`src/sv/e2c_pkg.sv`:
```
// Shared types, constants and month-length table for the epoch-to-calendar block.
package e2c_pkg;

  localparam int unsigned ACC_W       = 32;
  localparam int unsigned EPOCH_W     = 31;
  localparam int unsigned ZONE_W      = 16;
  localparam logic [15:0] ZONE_RESET  = 16'd28800;

  localparam logic [ACC_W-1:0] DAY_SECS       = 32'd86400;
  localparam logic [ACC_W-1:0] HOUR_SECS      = 32'd3600;
  localparam logic [ACC_W-1:0] MIN_SECS       = 32'd60;
  localparam logic [ACC_W-1:0] YEAR_DAYS      = 32'd365;
  localparam logic [ACC_W-1:0] LONG_YEAR_DAYS = 32'd366;

  localparam logic [10:0] FIRST_YEAR = 11'd1970;
  localparam logic [1:0]  FIRST_M4   = 2'd2;
  localparam logic [6:0]  FIRST_M100 = 7'd70;
  localparam logic [8:0]  FIRST_M400 = 9'd370;
  localparam logic [6:0]  LAST_M100  = 7'd99;
  localparam logic [8:0]  LAST_M400  = 9'd399;
  localparam logic [3:0]  LAST_MONTH = 4'd11;

  typedef enum logic [2:0] {
    ST_IDLE,
    ST_DAY,
    ST_YEAR,
    ST_MONTH,
    ST_HOUR,
    ST_MIN
  } e2c_state_t;

  function automatic logic [4:0] month_len(input logic leap, input logic [3:0] idx);
    logic [4:0] len;
    unique case (idx)
      4'd1:                      len = leap ? 5'd29 : 5'd28;
      4'd3, 4'd5, 4'd8, 4'd10:   len = 5'd30;
      default:                   len = 5'd31;
    endcase
    return len;
  endfunction

endpackage

```
`src/sv/e2c_subu.sv`:
```
// Shared compare-and-subtract unit used for every step of the conversion.
module e2c_subu (
  input  logic [e2c_pkg::ACC_W-1:0] a,
  input  logic [e2c_pkg::ACC_W-1:0] b,
  output logic                      ge,
  output logic [e2c_pkg::ACC_W-1:0] diff
);
  import e2c_pkg::*;

  logic [ACC_W:0] wide;

  assign wide = {1'b0, a} - {1'b0, b};
  assign ge   = ~wide[ACC_W];
  assign diff = wide[ACC_W-1:0];

endmodule

```
`src/sv/e2c_seq.sv`:
```
// Sequencer and working registers: day division, year and month walk, time split.
module e2c_seq (
  input  logic                        clk,
  input  logic                        rst,
  input  logic                        start,
  input  logic [e2c_pkg::EPOCH_W-1:0] epoch_seconds,
  input  logic [e2c_pkg::ZONE_W-1:0]  zone_offset,
  output logic                        busy,
  output logic                        done,
  output logic [e2c_pkg::ACC_W-1:0]   sub_a,
  output logic [e2c_pkg::ACC_W-1:0]   sub_b,
  input  logic                        sub_ge,
  input  logic [e2c_pkg::ACC_W-1:0]   sub_diff,
  output logic [10:0]                 year_out,
  output logic [3:0]                  month_out,
  output logic [4:0]                  day_out,
  output logic [4:0]                  hour_out,
  output logic [5:0]                  minute_out,
  output logic [5:0]                  second_out
);
  import e2c_pkg::*;

  e2c_state_t state, state_next;

  logic [ACC_W-1:0] acc;
  logic [ACC_W-1:0] rest;
  logic [3:0]       cnt;
  logic [14:0]      quo;
  logic [16:0]      rem;
  logic [10:0]      year;
  logic [1:0]       m4;
  logic [6:0]       m100;
  logic [8:0]       m400;
  logic [3:0]       month;
  logic [4:0]       day;
  logic [4:0]       hour;
  logic [5:0]       minute;
  logic [5:0]       second;
  logic             leap;

  assign leap  = (m4 == 2'd0) && ((m100 != 7'd0) || (m400 == 9'd0));
  assign sub_a = acc;
  assign rest  = sub_ge ? sub_diff : acc;
  assign busy  = (state != ST_IDLE);

  always_comb begin
    state_next = state;
    sub_b      = '0;
    unique case (state)
      ST_IDLE: begin
        if (start) state_next = ST_DAY;
      end
      ST_DAY: begin
        sub_b = DAY_SECS << cnt;
        if (cnt == 4'd0) state_next = ST_YEAR;
      end
      ST_YEAR: begin
        sub_b = leap ? LONG_YEAR_DAYS : YEAR_DAYS;
        if (!sub_ge) state_next = ST_MONTH;
      end
      ST_MONTH: begin
        sub_b = {27'd0, month_len(leap, month)};
        if (!(sub_ge && (month != LAST_MONTH))) state_next = ST_HOUR;
      end
      ST_HOUR: begin
        sub_b = HOUR_SECS << cnt;
        if (cnt == 4'd0) state_next = ST_MIN;
      end
      ST_MIN: begin
        sub_b = MIN_SECS << cnt;
        if (cnt == 4'd0) state_next = ST_IDLE;
      end
      default: state_next = ST_IDLE;
    endcase
  end

  always_ff @(posedge clk) begin
    if (rst) begin
      state <= ST_IDLE;
      done  <= 1'b0;
    end else begin
      state <= state_next;
      done  <= (state == ST_MIN) && (cnt == 4'd0);
    end
  end

  always_ff @(posedge clk) begin
    case (state)
      ST_IDLE: begin
        acc <= {1'b0, epoch_seconds} + {{(ACC_W-ZONE_W){1'b0}}, zone_offset};
        cnt <= 4'd15;
        quo <= '0;
      end
      ST_DAY: begin
        quo <= {quo[13:0], sub_ge};
        cnt <= cnt - 4'd1;
        if (cnt == 4'd0) begin
          rem  <= rest[16:0];
          acc  <= {16'd0, quo, sub_ge};
          year <= FIRST_YEAR;
          m4   <= FIRST_M4;
          m100 <= FIRST_M100;
          m400 <= FIRST_M400;
        end else begin
          acc <= rest;
        end
      end
      ST_YEAR: begin
        if (sub_ge) begin
          acc  <= sub_diff;
          year <= year + 11'd1;
          m4   <= m4 + 2'd1;
          m100 <= (m100 == LAST_M100) ? 7'd0 : m100 + 7'd1;
          m400 <= (m400 == LAST_M400) ? 9'd0 : m400 + 9'd1;
        end else begin
          month <= 4'd0;
        end
      end
      ST_MONTH: begin
        if (sub_ge && (month != LAST_MONTH)) begin
          acc   <= sub_diff;
          month <= month + 4'd1;
        end else begin
          day  <= acc[4:0] + 5'd1;
          acc  <= {15'd0, rem};
          cnt  <= 4'd4;
          hour <= '0;
        end
      end
      ST_HOUR: begin
        acc  <= rest;
        hour <= {hour[3:0], sub_ge};
        cnt  <= (cnt == 4'd0) ? 4'd5 : cnt - 4'd1;
      end
      ST_MIN: begin
        acc    <= rest;
        minute <= {minute[4:0], sub_ge};
        cnt    <= cnt - 4'd1;
        if (cnt == 4'd0) second <= rest[5:0];
      end
      default: begin
        acc <= acc;
      end
    endcase
  end

  assign year_out   = year;
  assign month_out  = month + 4'd1;
  assign day_out    = day;
  assign hour_out   = hour;
  assign minute_out = minute;
  assign second_out = second;

endmodule

```
`src/sv/epoch_seconds_to_calendar.sv`:
```
// Top level: epoch seconds plus zone offset to local calendar date and time.
// Conversion steps: 16 day-division steps, one per year walked from 1970 plus one,
// one per month walked plus one, then 5 hour and 6 minute steps.
// Throughput: one transaction at a time on one shared compare-and-subtract unit; start is
// taken again in the cycle done is high. The receiver cannot stall the result.
// Reset (rst, synchronous) returns to idle and sets the zone offset to 28800 s.
module epoch_seconds_to_calendar (
  input  logic                        clk,
  input  logic                        rst,
  input  logic                        start,
  output logic                        busy,
  input  logic [e2c_pkg::EPOCH_W-1:0] epoch_seconds,
  input  logic                        zone_offset_we,
  input  logic [e2c_pkg::ZONE_W-1:0]  zone_offset_seconds,
  output logic                        done,
  output logic [10:0]                 year_out,
  output logic [3:0]                  month_out,
  output logic [4:0]                  day_out,
  output logic [4:0]                  hour_out,
  output logic [5:0]                  minute_out,
  output logic [5:0]                  second_out
);
  import e2c_pkg::*;

  logic [ZONE_W-1:0] zone_offset;
  logic [ACC_W-1:0]  sub_a;
  logic [ACC_W-1:0]  sub_b;
  logic [ACC_W-1:0]  sub_diff;
  logic              sub_ge;

  always_ff @(posedge clk) begin
    if (rst) begin
      zone_offset <= ZONE_RESET;
    end else if (zone_offset_we) begin
      zone_offset <= zone_offset_seconds;
    end
  end

  e2c_subu u_subu (
    .a    (sub_a),
    .b    (sub_b),
    .ge   (sub_ge),
    .diff (sub_diff)
  );

  e2c_seq u_seq (
    .clk           (clk),
    .rst           (rst),
    .start         (start),
    .epoch_seconds (epoch_seconds),
    .zone_offset   (zone_offset),
    .busy          (busy),
    .done          (done),
    .sub_a         (sub_a),
    .sub_b         (sub_b),
    .sub_ge        (sub_ge),
    .sub_diff      (sub_diff),
    .year_out      (year_out),
    .month_out     (month_out),
    .day_out       (day_out),
    .hour_out      (hour_out),
    .minute_out    (minute_out),
    .second_out    (second_out)
  );

  a_accept_busy: assert property (@(posedge clk) disable iff (rst)
    start && !busy |=> busy) else $error("accepted transaction did not raise busy");

  a_done_after_busy: assert property (@(posedge clk) disable iff (rst)
    done |-> $past(busy) && !busy) else $error("done without a finished transaction");

  a_done_single: assert property (@(posedge clk) disable iff (rst)
    done |=> !done) else $error("done held for more than one cycle");

  a_fields_range: assert property (@(posedge clk) disable iff (rst)
    done |-> month_out >= 4'd1 && month_out <= 4'd12 && hour_out <= 5'd23 &&
             minute_out <= 6'd59 && second_out <= 6'd59 && day_out != 5'd0)
    else $error("result field out of range");

endmodule
```
`config.mk`:
```
export PLATFORM = sky130hd
export DESIGN_NAME = epoch_seconds_to_calendar
export DESIGN_NICKNAME = d
export VERILOG_FILES = /design/src/sv/e2c_pkg.sv /design/src/sv/e2c_subu.sv /design/src/sv/e2c_seq.sv /design/src/sv/epoch_seconds_to_calendar.sv
export SDC_FILE = /design/constraint.sdc
export NUM_CORES = 1
export LEC_CHECK = 0
export BUFFER_PORTS_ARGS = -buffer_cell sky130_fd_sc_hd__buf_2
export CAP_MARGIN = 10
export CELL_PAD_IN_SITES_DETAIL_PLACEMENT = 1
export CELL_PAD_IN_SITES_GLOBAL_PLACEMENT = 2
export CORE_MARGIN = 4
export CORE_UTILIZATION = 38
export CTS_CLUSTER_DIAMETER = 50
export DETAILED_ROUTE_END_ITERATION = 10
export GPL_TIMING_DRIVEN = 1
export HOLD_SLACK_MARGIN = 0.08
export PLACE_DENSITY_LB_ADDON = 0.08
export SLEW_MARGIN = 30
export SYNTH_ARGS = -nofsm -noshare
export SYNTH_HDL_FRONTEND = slang
export SYNTH_SLANG_ARGS = --single-unit
```
`constraint.sdc`:
```
create_clock -name clk -period 5.43 [get_ports clk]
set_input_delay 0 -clock clk [delete_from_list [all_inputs] [get_ports clk]]
set_output_delay 0 -clock clk [all_outputs]
set_load 0.01 [all_outputs]
```
**Word-level counts from Yosys, hierarchy flattened**

Cells that the tools add are included.

- Register bits: 143
- Input bits: 51

- Bitwise operators: 2
- Add/subtract/negate cells: 9
- Mux-type cells: 38
- Eq/ne operators: 21
- Shift operators: 3
- Reductions and logical operators: 27

Operator list:

| kind | count |
|---|---|
| one-hot mux 32 bit (5 select lines) | 1 |
| one-hot mux 32 bit (4 select lines) | 1 |
| 2-to-1 mux 32 bit | 3 |
| subtractor 32 x 32 -> 33 bit | 1 |
| adder 31 x 16 -> 32 bit | 1 |
| << shifter 12 x 4 -> 32 bit (first input constant) | 1 |
| << shifter 17 x 4 -> 32 bit (first input constant) | 1 |
| << shifter 6 x 4 -> 32 bit (first input constant) | 1 |
| one-hot mux 15 bit (2 select lines) | 1 |
| 2-to-1 mux 9 bit | 3 |
| 2-to-1 mux 11 bit | 2 |
| one-hot mux 11 bit (2 select lines) | 1 |
| 2-to-1 mux 7 bit | 3 |
| one-hot mux 5 bit (2 select lines) | 2 |
| 2-to-1 mux 3 bit | 6 |
| one-hot mux 3 bit (6 select lines) | 1 |
| one-hot mux 9 bit (2 select lines) | 1 |
| 2-to-1 mux 4 bit | 4 |
| one-hot mux 4 bit (4 select lines) | 1 |
| one-hot mux 7 bit (2 select lines) | 1 |
| adder 11 x 1 -> 11 bit (second input constant) | 1 |
| AND reduction 2 bit | 5 |
| adder 9 x 1 -> 9 bit (second input constant) | 1 |
| equality test 9 bit (second input constant) | 1 |
| 37 further kinds | 56 |

**Logic depth before layout (Yosys ltp)**

- Depth after elaboration: 11
- Depth in mapped cells: 21
- Depth with buffers taken out: 18

**By module**

A second synthesis with hierarchy kept.

- Cell total of the unflattened synthesis: 1193
- Area total of the unflattened synthesis: 10757.8 µm²

Modules (own cells, without submodules):

| module | cells an instance | seq. area each (µm²) | times used | area each (µm²) |
|---|---|---|---|---|
| e2c_seq | 860 | 3773.6 | 1 | 8251.7 |
| e2c_subu | 281 | 0.0 | 1 | 1915.6 |
| epoch_seconds_to_calendar | 52 | 320.3 | 1 | 590.6 |

**Worst setup path before layout**

Ideal clock, no wire load.

- Path type: reg2reg
- From: register u_seq.state[2]
- To: register u_seq.m100[0], enable pin
- Arrival time: 4313 ps
- Library setup time: 385 ps
- Stages on the path, launching flop included: 18
- Slack: 732 ps
- Required time: 5045 ps
- Buffers on the path: 5
- Cell sequence: dfxtp_1 -> clkbuf_1 -> nand2b_1 -> or2_2 -> clkbuf_1 -> clkbuf_1 -> o22ai_1 -> ha_1 -> fa_1 -> nand2b_1 -> a21o_1 -> a311o_1 -> o41ai_4 -> a31oi_2 -> nor2_4 -> buf_6 -> buf_4 -> a21o_1

- Word-level cells in the longest chain between the ends: 5
- Elaborated cells between the ends (all ways): 11
- Those cells by class: 1 x add/sub; 7 x eq/ne; 1 x mux; 2 x reduce/logical

RTL lines:

| element | line | text |
|---|---|---|
| start: declaration | e2c_seq.sv:23 | `e2c_state_t state, state_next;` |
| start signal: assignment | e2c_seq.sv:82 | `state <= state_next;` |
| equality test 3 bit, or another cell as far along | e2c_seq.sv:49 | `unique case (state)` |
| one-hot mux 32 bit (5 select lines) | e2c_seq.sv:49 |  |
| subtractor 32 x 32 -> 33 bit | e2c_subu.sv:12 | `assign wide = {1'b0, a} - {1'b0, b};` |
| inequality test 2 bit (no line) | -- |  |
| AND reduction 3 bit (no line) * | -- |  |
| end signal: assignment | e2c_seq.sv:113 | `m100 <= (m100 == LAST_M100) ? 7'd0 : m100 + 7'd1;` |
| end: declaration | e2c_seq.sv:32 | `logic [6:0] m100;` |

Every way passes the cells marked *; elsewhere a longest branch is shown, timed or not.
A chain may end at the register's enable or synchronous reset.

**Final worst setup path**

- From: register u_seq.m400[4]
- To: register u_seq.acc[13] (netlist: u_seq.sub_a[13]) (data pin)

- Word-level cells in the longest chain between the ends: 11
- Elaborated cells between the ends (all ways): 14
- Those cells by class: 1 x add/sub; 8 x mux; 1 x bitwise; 4 x reduce/logical

RTL lines:

| element | line | text |
|---|---|---|
| start: declaration | e2c_seq.sv:33 | `logic [8:0] m400;` |
| start signal: assignment | e2c_seq.sv:114 | `m400 <= (m400 == LAST_M400) ? 9'd0 : m400 + 9'd1;` |
| zero test 9 bit * | e2c_seq.sv:41 | `assign leap = (m4 == 2'd0) && ((m100 != 7'd0) \|\| (m400 == 9'd0));` |
| logical OR 1 bit * | e2c_seq.sv:41 |  |
| logical AND 1 bit * | e2c_seq.sv:41 |  |
| 2-to-1 mux 1 bit | e2c_pkg.sv:35 | `4'd1: len = leap ? 5'd29 : 5'd28;` |
| one-hot mux 5 bit (2 select lines) | e2c_pkg.sv:34 | `unique case (idx)` |
| one-hot mux 32 bit (5 select lines) * | e2c_seq.sv:49 |  |
| subtractor 32 x 32 -> 33 bit * | e2c_subu.sv:12 |  |
| NOT 1 bit | e2c_subu.sv:13 | `assign ge = ~wide[ACC_W];` |
| logical AND 1 bit | e2c_seq.sv:120 | `if (sub_ge && (month != LAST_MONTH)) begin` |
| 2-to-1 mux 32 bit | e2c_seq.sv:120 |  |
| one-hot mux 32 bit (4 select lines) * | e2c_seq.sv:88 | `case (state)` |
| end signal: assignment | e2c_seq.sv:90 | `acc <= {1'b0, epoch_seconds} + {{(ACC_W-ZONE_W){1'b0}}, zone_offset};` |
| end signal: assignment | e2c_seq.sv:121 | `acc <= sub_diff;` |
| end signal: assignment | e2c_seq.sv:125 | `acc <= {15'd0, rem};` |
| end: declaration | e2c_seq.sv:25 | `logic [ACC_W-1:0] acc;` |

Marks and branches as above.

==> metrics.txt <==
outcome=complete, no violations; total number of vias=between 9,000 and 10,000; vias in the first global route=roughly 9,400; Clk Latency, worst-skew pair=between 0.4 and 0.5 ns; Avg Inst Size Synth=roughly 9.3 um2; grt ovf=0; Initial Utilization=0.389; Cell variety after synth=slightly above 70; Post-synth EDFFs=~120; share of post-route cells with drive strength above 1=0.159; I/O pin total=90; vias per inst=around 5.7; area of the core=26,200 um2; Slew Viols, Final=0; Mapped Nets=approximately 1,200; worst r2r src=u_seq.m400[4]; Clock Sinks=about 140; critical path arrival=roughly 5.2 ns; Worst VDD drop=approximately 0.00017 V; Startpoint Class=flip-flop; slew margin rel.=0.428; top-area cell type share of the netlist area=0.363; top-count cell post-synth=edfxtp_1; post-CTS resize count=0; Pleak=between 4 and 5 nW; port bufs=89; Most used DFF post-synth=edfxtp_1; CP endpoint kind=flip-flop; H-tree depth=4; max frequency=198 MHz; Crit Path Max Fanout=14; Hold Path End=zone_offset[7]; Synth area leaders=edfxtp_1 36%, ha_1 7.4%, a21oi_1 4.0%, xnor2_1 4.0%, dfxtp_1 3.9%; Setup violations, final=0; warnings from Yosys=0; Non-Filler Instances=~1,600; Die H=roughly 170 um; setup tns final=0 ns; DRT iter0 DRCs=around 650; worst path required time=approximately 5.6 ns; actual slew at the worst max-slew pin=around 0.85 ns; Hold/Removal Path Class=input pin to flip-flop; Pre-antenna DRT Iters=7; largest area contributor in the netlist=edfxtp_1; Clock Skew=between 0.02 and 0.025 ns; Residual DRC=0; CP Class=flip-flop to flip-flop; Post-Route Hold Slack=roughly 0.12 ns; hold wc startpoint=zone_offset_we; total track usage=0.226; sequential area share after synthesis=0.402; # fillers=roughly 3,000; asr flop ratio synth=0; r2r setup slk=~0.38 ns; Max-cap violations=0; fin worst setup slack=around 0.38 ns; Power Dens Cells=418 nW/um2; CTS tree=yes; Post-Route WL=approximately 33,000 um; Final period util=0.931; depth of the most critical reg-to-reg path=16; placed instance count=1,508; # rows=a little under 60; Mapped Cells=between 1,000 and 1,500; Reg-to-Reg End=u_seq.sub_a[13]; GP Congestion=between 0.8 and 0.9; Final min period=around 5.1 ns; RSZ-0062 raised after global routing=false; Clock Path Buffers=2; Post-Place Worst Slack=roughly 0.24 ns; Routed WL per cell=between 20 and 25 um; die area=29,500 um2; Mapped Area=slightly above 10,000 um2; antenna viol nets, final=0; Post-synth top cells=123 x edfxtp_1, 105 x nand2_1, 100 x nor2_1, 81 x a21oi_1, 69 x o21ai_0; Final Hold Viols=0; Area Growth Syn to Fin=20.4%; Diodes inserted=0; Clk pin slew, worst setup/hold paths=around 0.070 ns; TritonCTS buffer count=17; WHS Path Cells=3; detailed placement HPWL=between 20,000 and 25,000 um; pin count of the biggest net entering global routing=35; die outline width=172 um; initial antenna violation count=0; Final Net Count=1,354; first-pass GRT wire length=52,100 um; number of synthesized register bits=between 100 and 150; CTS root buf=clkbuf_16
timing repair:
action                                  4_1_cts  5_1_grt
endpoints found under the setup margin        0       18
hold endpoints to repair                     32        0
hold buffers                                 45        0
setup buffers                                 0        4
routing by layer:
| layer | GRT usage | part of all wire | up-vias |
|---|---|---|---|
| met4 | 0.0427 | 0.0095 | 0 |
| met3 | 0.0342 | 0.038 | 21 |
| li1 | - | - | 4399 |
| met1 | 0.319 | 0.49 | 4479 |
| met5 | 0 | 0 | - |
| met2 | 0.370 | 0.46 | 176 |
how the worst max path moves through the flow:
| stage | startpoint | endpoint |
|---|---|---|
| after detailed placement | u_seq.m400[4] | u_seq.sub_a[2] |
| after CTS | u_seq.m400[4] | u_seq.sub_a[2] |
| after global routing | u_seq.m400[4] | u_seq.sub_a[13] |
| final | u_seq.m400[4] | u_seq.sub_a[13] |
| after global placement | u_seq.m400[4] | u_seq.sub_a[2] |
| after floorplan | u_seq.state[2] | u_seq.m100[0] |
state kept, by name, summed over array words and instances (netlist names):
signal,cells
u_seq.sub_a,32
u_seq.rem,17
zone_offset,16
u_seq.quo,15
u_seq.year_out,11
u_seq.m400,9
u_seq.m100,7
u_seq.minute_out,6
u_seq.second_out,6
u_seq.day_out,5
u_seq.hour_out,5
u_seq.cnt,4
u_seq.month,4
u_seq.state,3
u_seq.m4,2
u_seq.done,1
kinds of logic (layout without fill, tap and decap cells):
family          after synthesis  count (layout)  synth area share
fa+ha+maj                    62              62            0.0777
xor+xnor                     77              77            0.0662
simple gates                367             367             0.171
compound gates              317             317             0.206
mux                          41              41            0.0424
flops                       143             143             0.402
buf+inv                      85             247            0.0343
layout make-up:
cell class / count / area [um2] / area share
Multi-Input combinational cell: 864 / 5750 / 0.469
Sequential cell: 143 / 4090 / 0.334
Timing Repair Buffer: 181 / 1290 / 0.105
Clock buffer: 17 / 425 / 0.0347
Tap cell: 335 / 419 / 0.0342
Clock inverter: 15 / 160 / 0.0131
Inverter: 34 / 128 / 0.0104
per-stage QoR:
| stage | util | power [mW] | area [um2] |
|---|---|---|---|
| floorplan | - | 3.18 | 10200 |
| global placement | 0.427 | 3.81 | 11200 |
| detailed placement | 0.427 | 3.83 | 11200 |
| CTS | 0.466 | 5.06 | 12200 |
| global route | 0.468 | 5.43 | 12300 |
| finish | 0.468 | 5.13 | 12300 |
report_power, final:
| part | total (mW) | internal [mW] | switching, mW |
|---|---|---|---|
| Combinational | 2.43 | 1.01 | 1.42 |
| Sequential | 1.52 | 1.40 | 0.123 |
| Clock | 1.18 | 0.617 | 0.560 |
| Total | 5.13 | 3.02 | 2.10 |
worst max-delay path: stages, from the launching register on:
cell	delay, ns
edfxtp_1	0.49
nor3_1	0.29
nand3_1	0.12
a41oi_1	0.36
o22ai_1	0.15
ha_1	0.24
fa_1	0.41
nand2b_1	0.18
a21o_1	0.19
a311o_1	0.37
o41ai_4	0.42
a31oi_2	0.21
buf_4	0.25
nor2_8	0.32
mux2_2	0.39
a222oi_1	0.22
o21ai_0	0.16
layout by cell type, fill, tap and decap left out, types with 32 or more instances in the layout:
master	n
xnor2_1	46
a21oi_1	81
ha_1	60
dlygate4sd3_1	45
nor2_1	99
buf_2	89
nand3_1	35
o21ai_0	69
inv_1	32
edfxtp_1	123
buf_4	44
nand2_1	104
No activity file was read; power rests on OpenSTA's default activity.
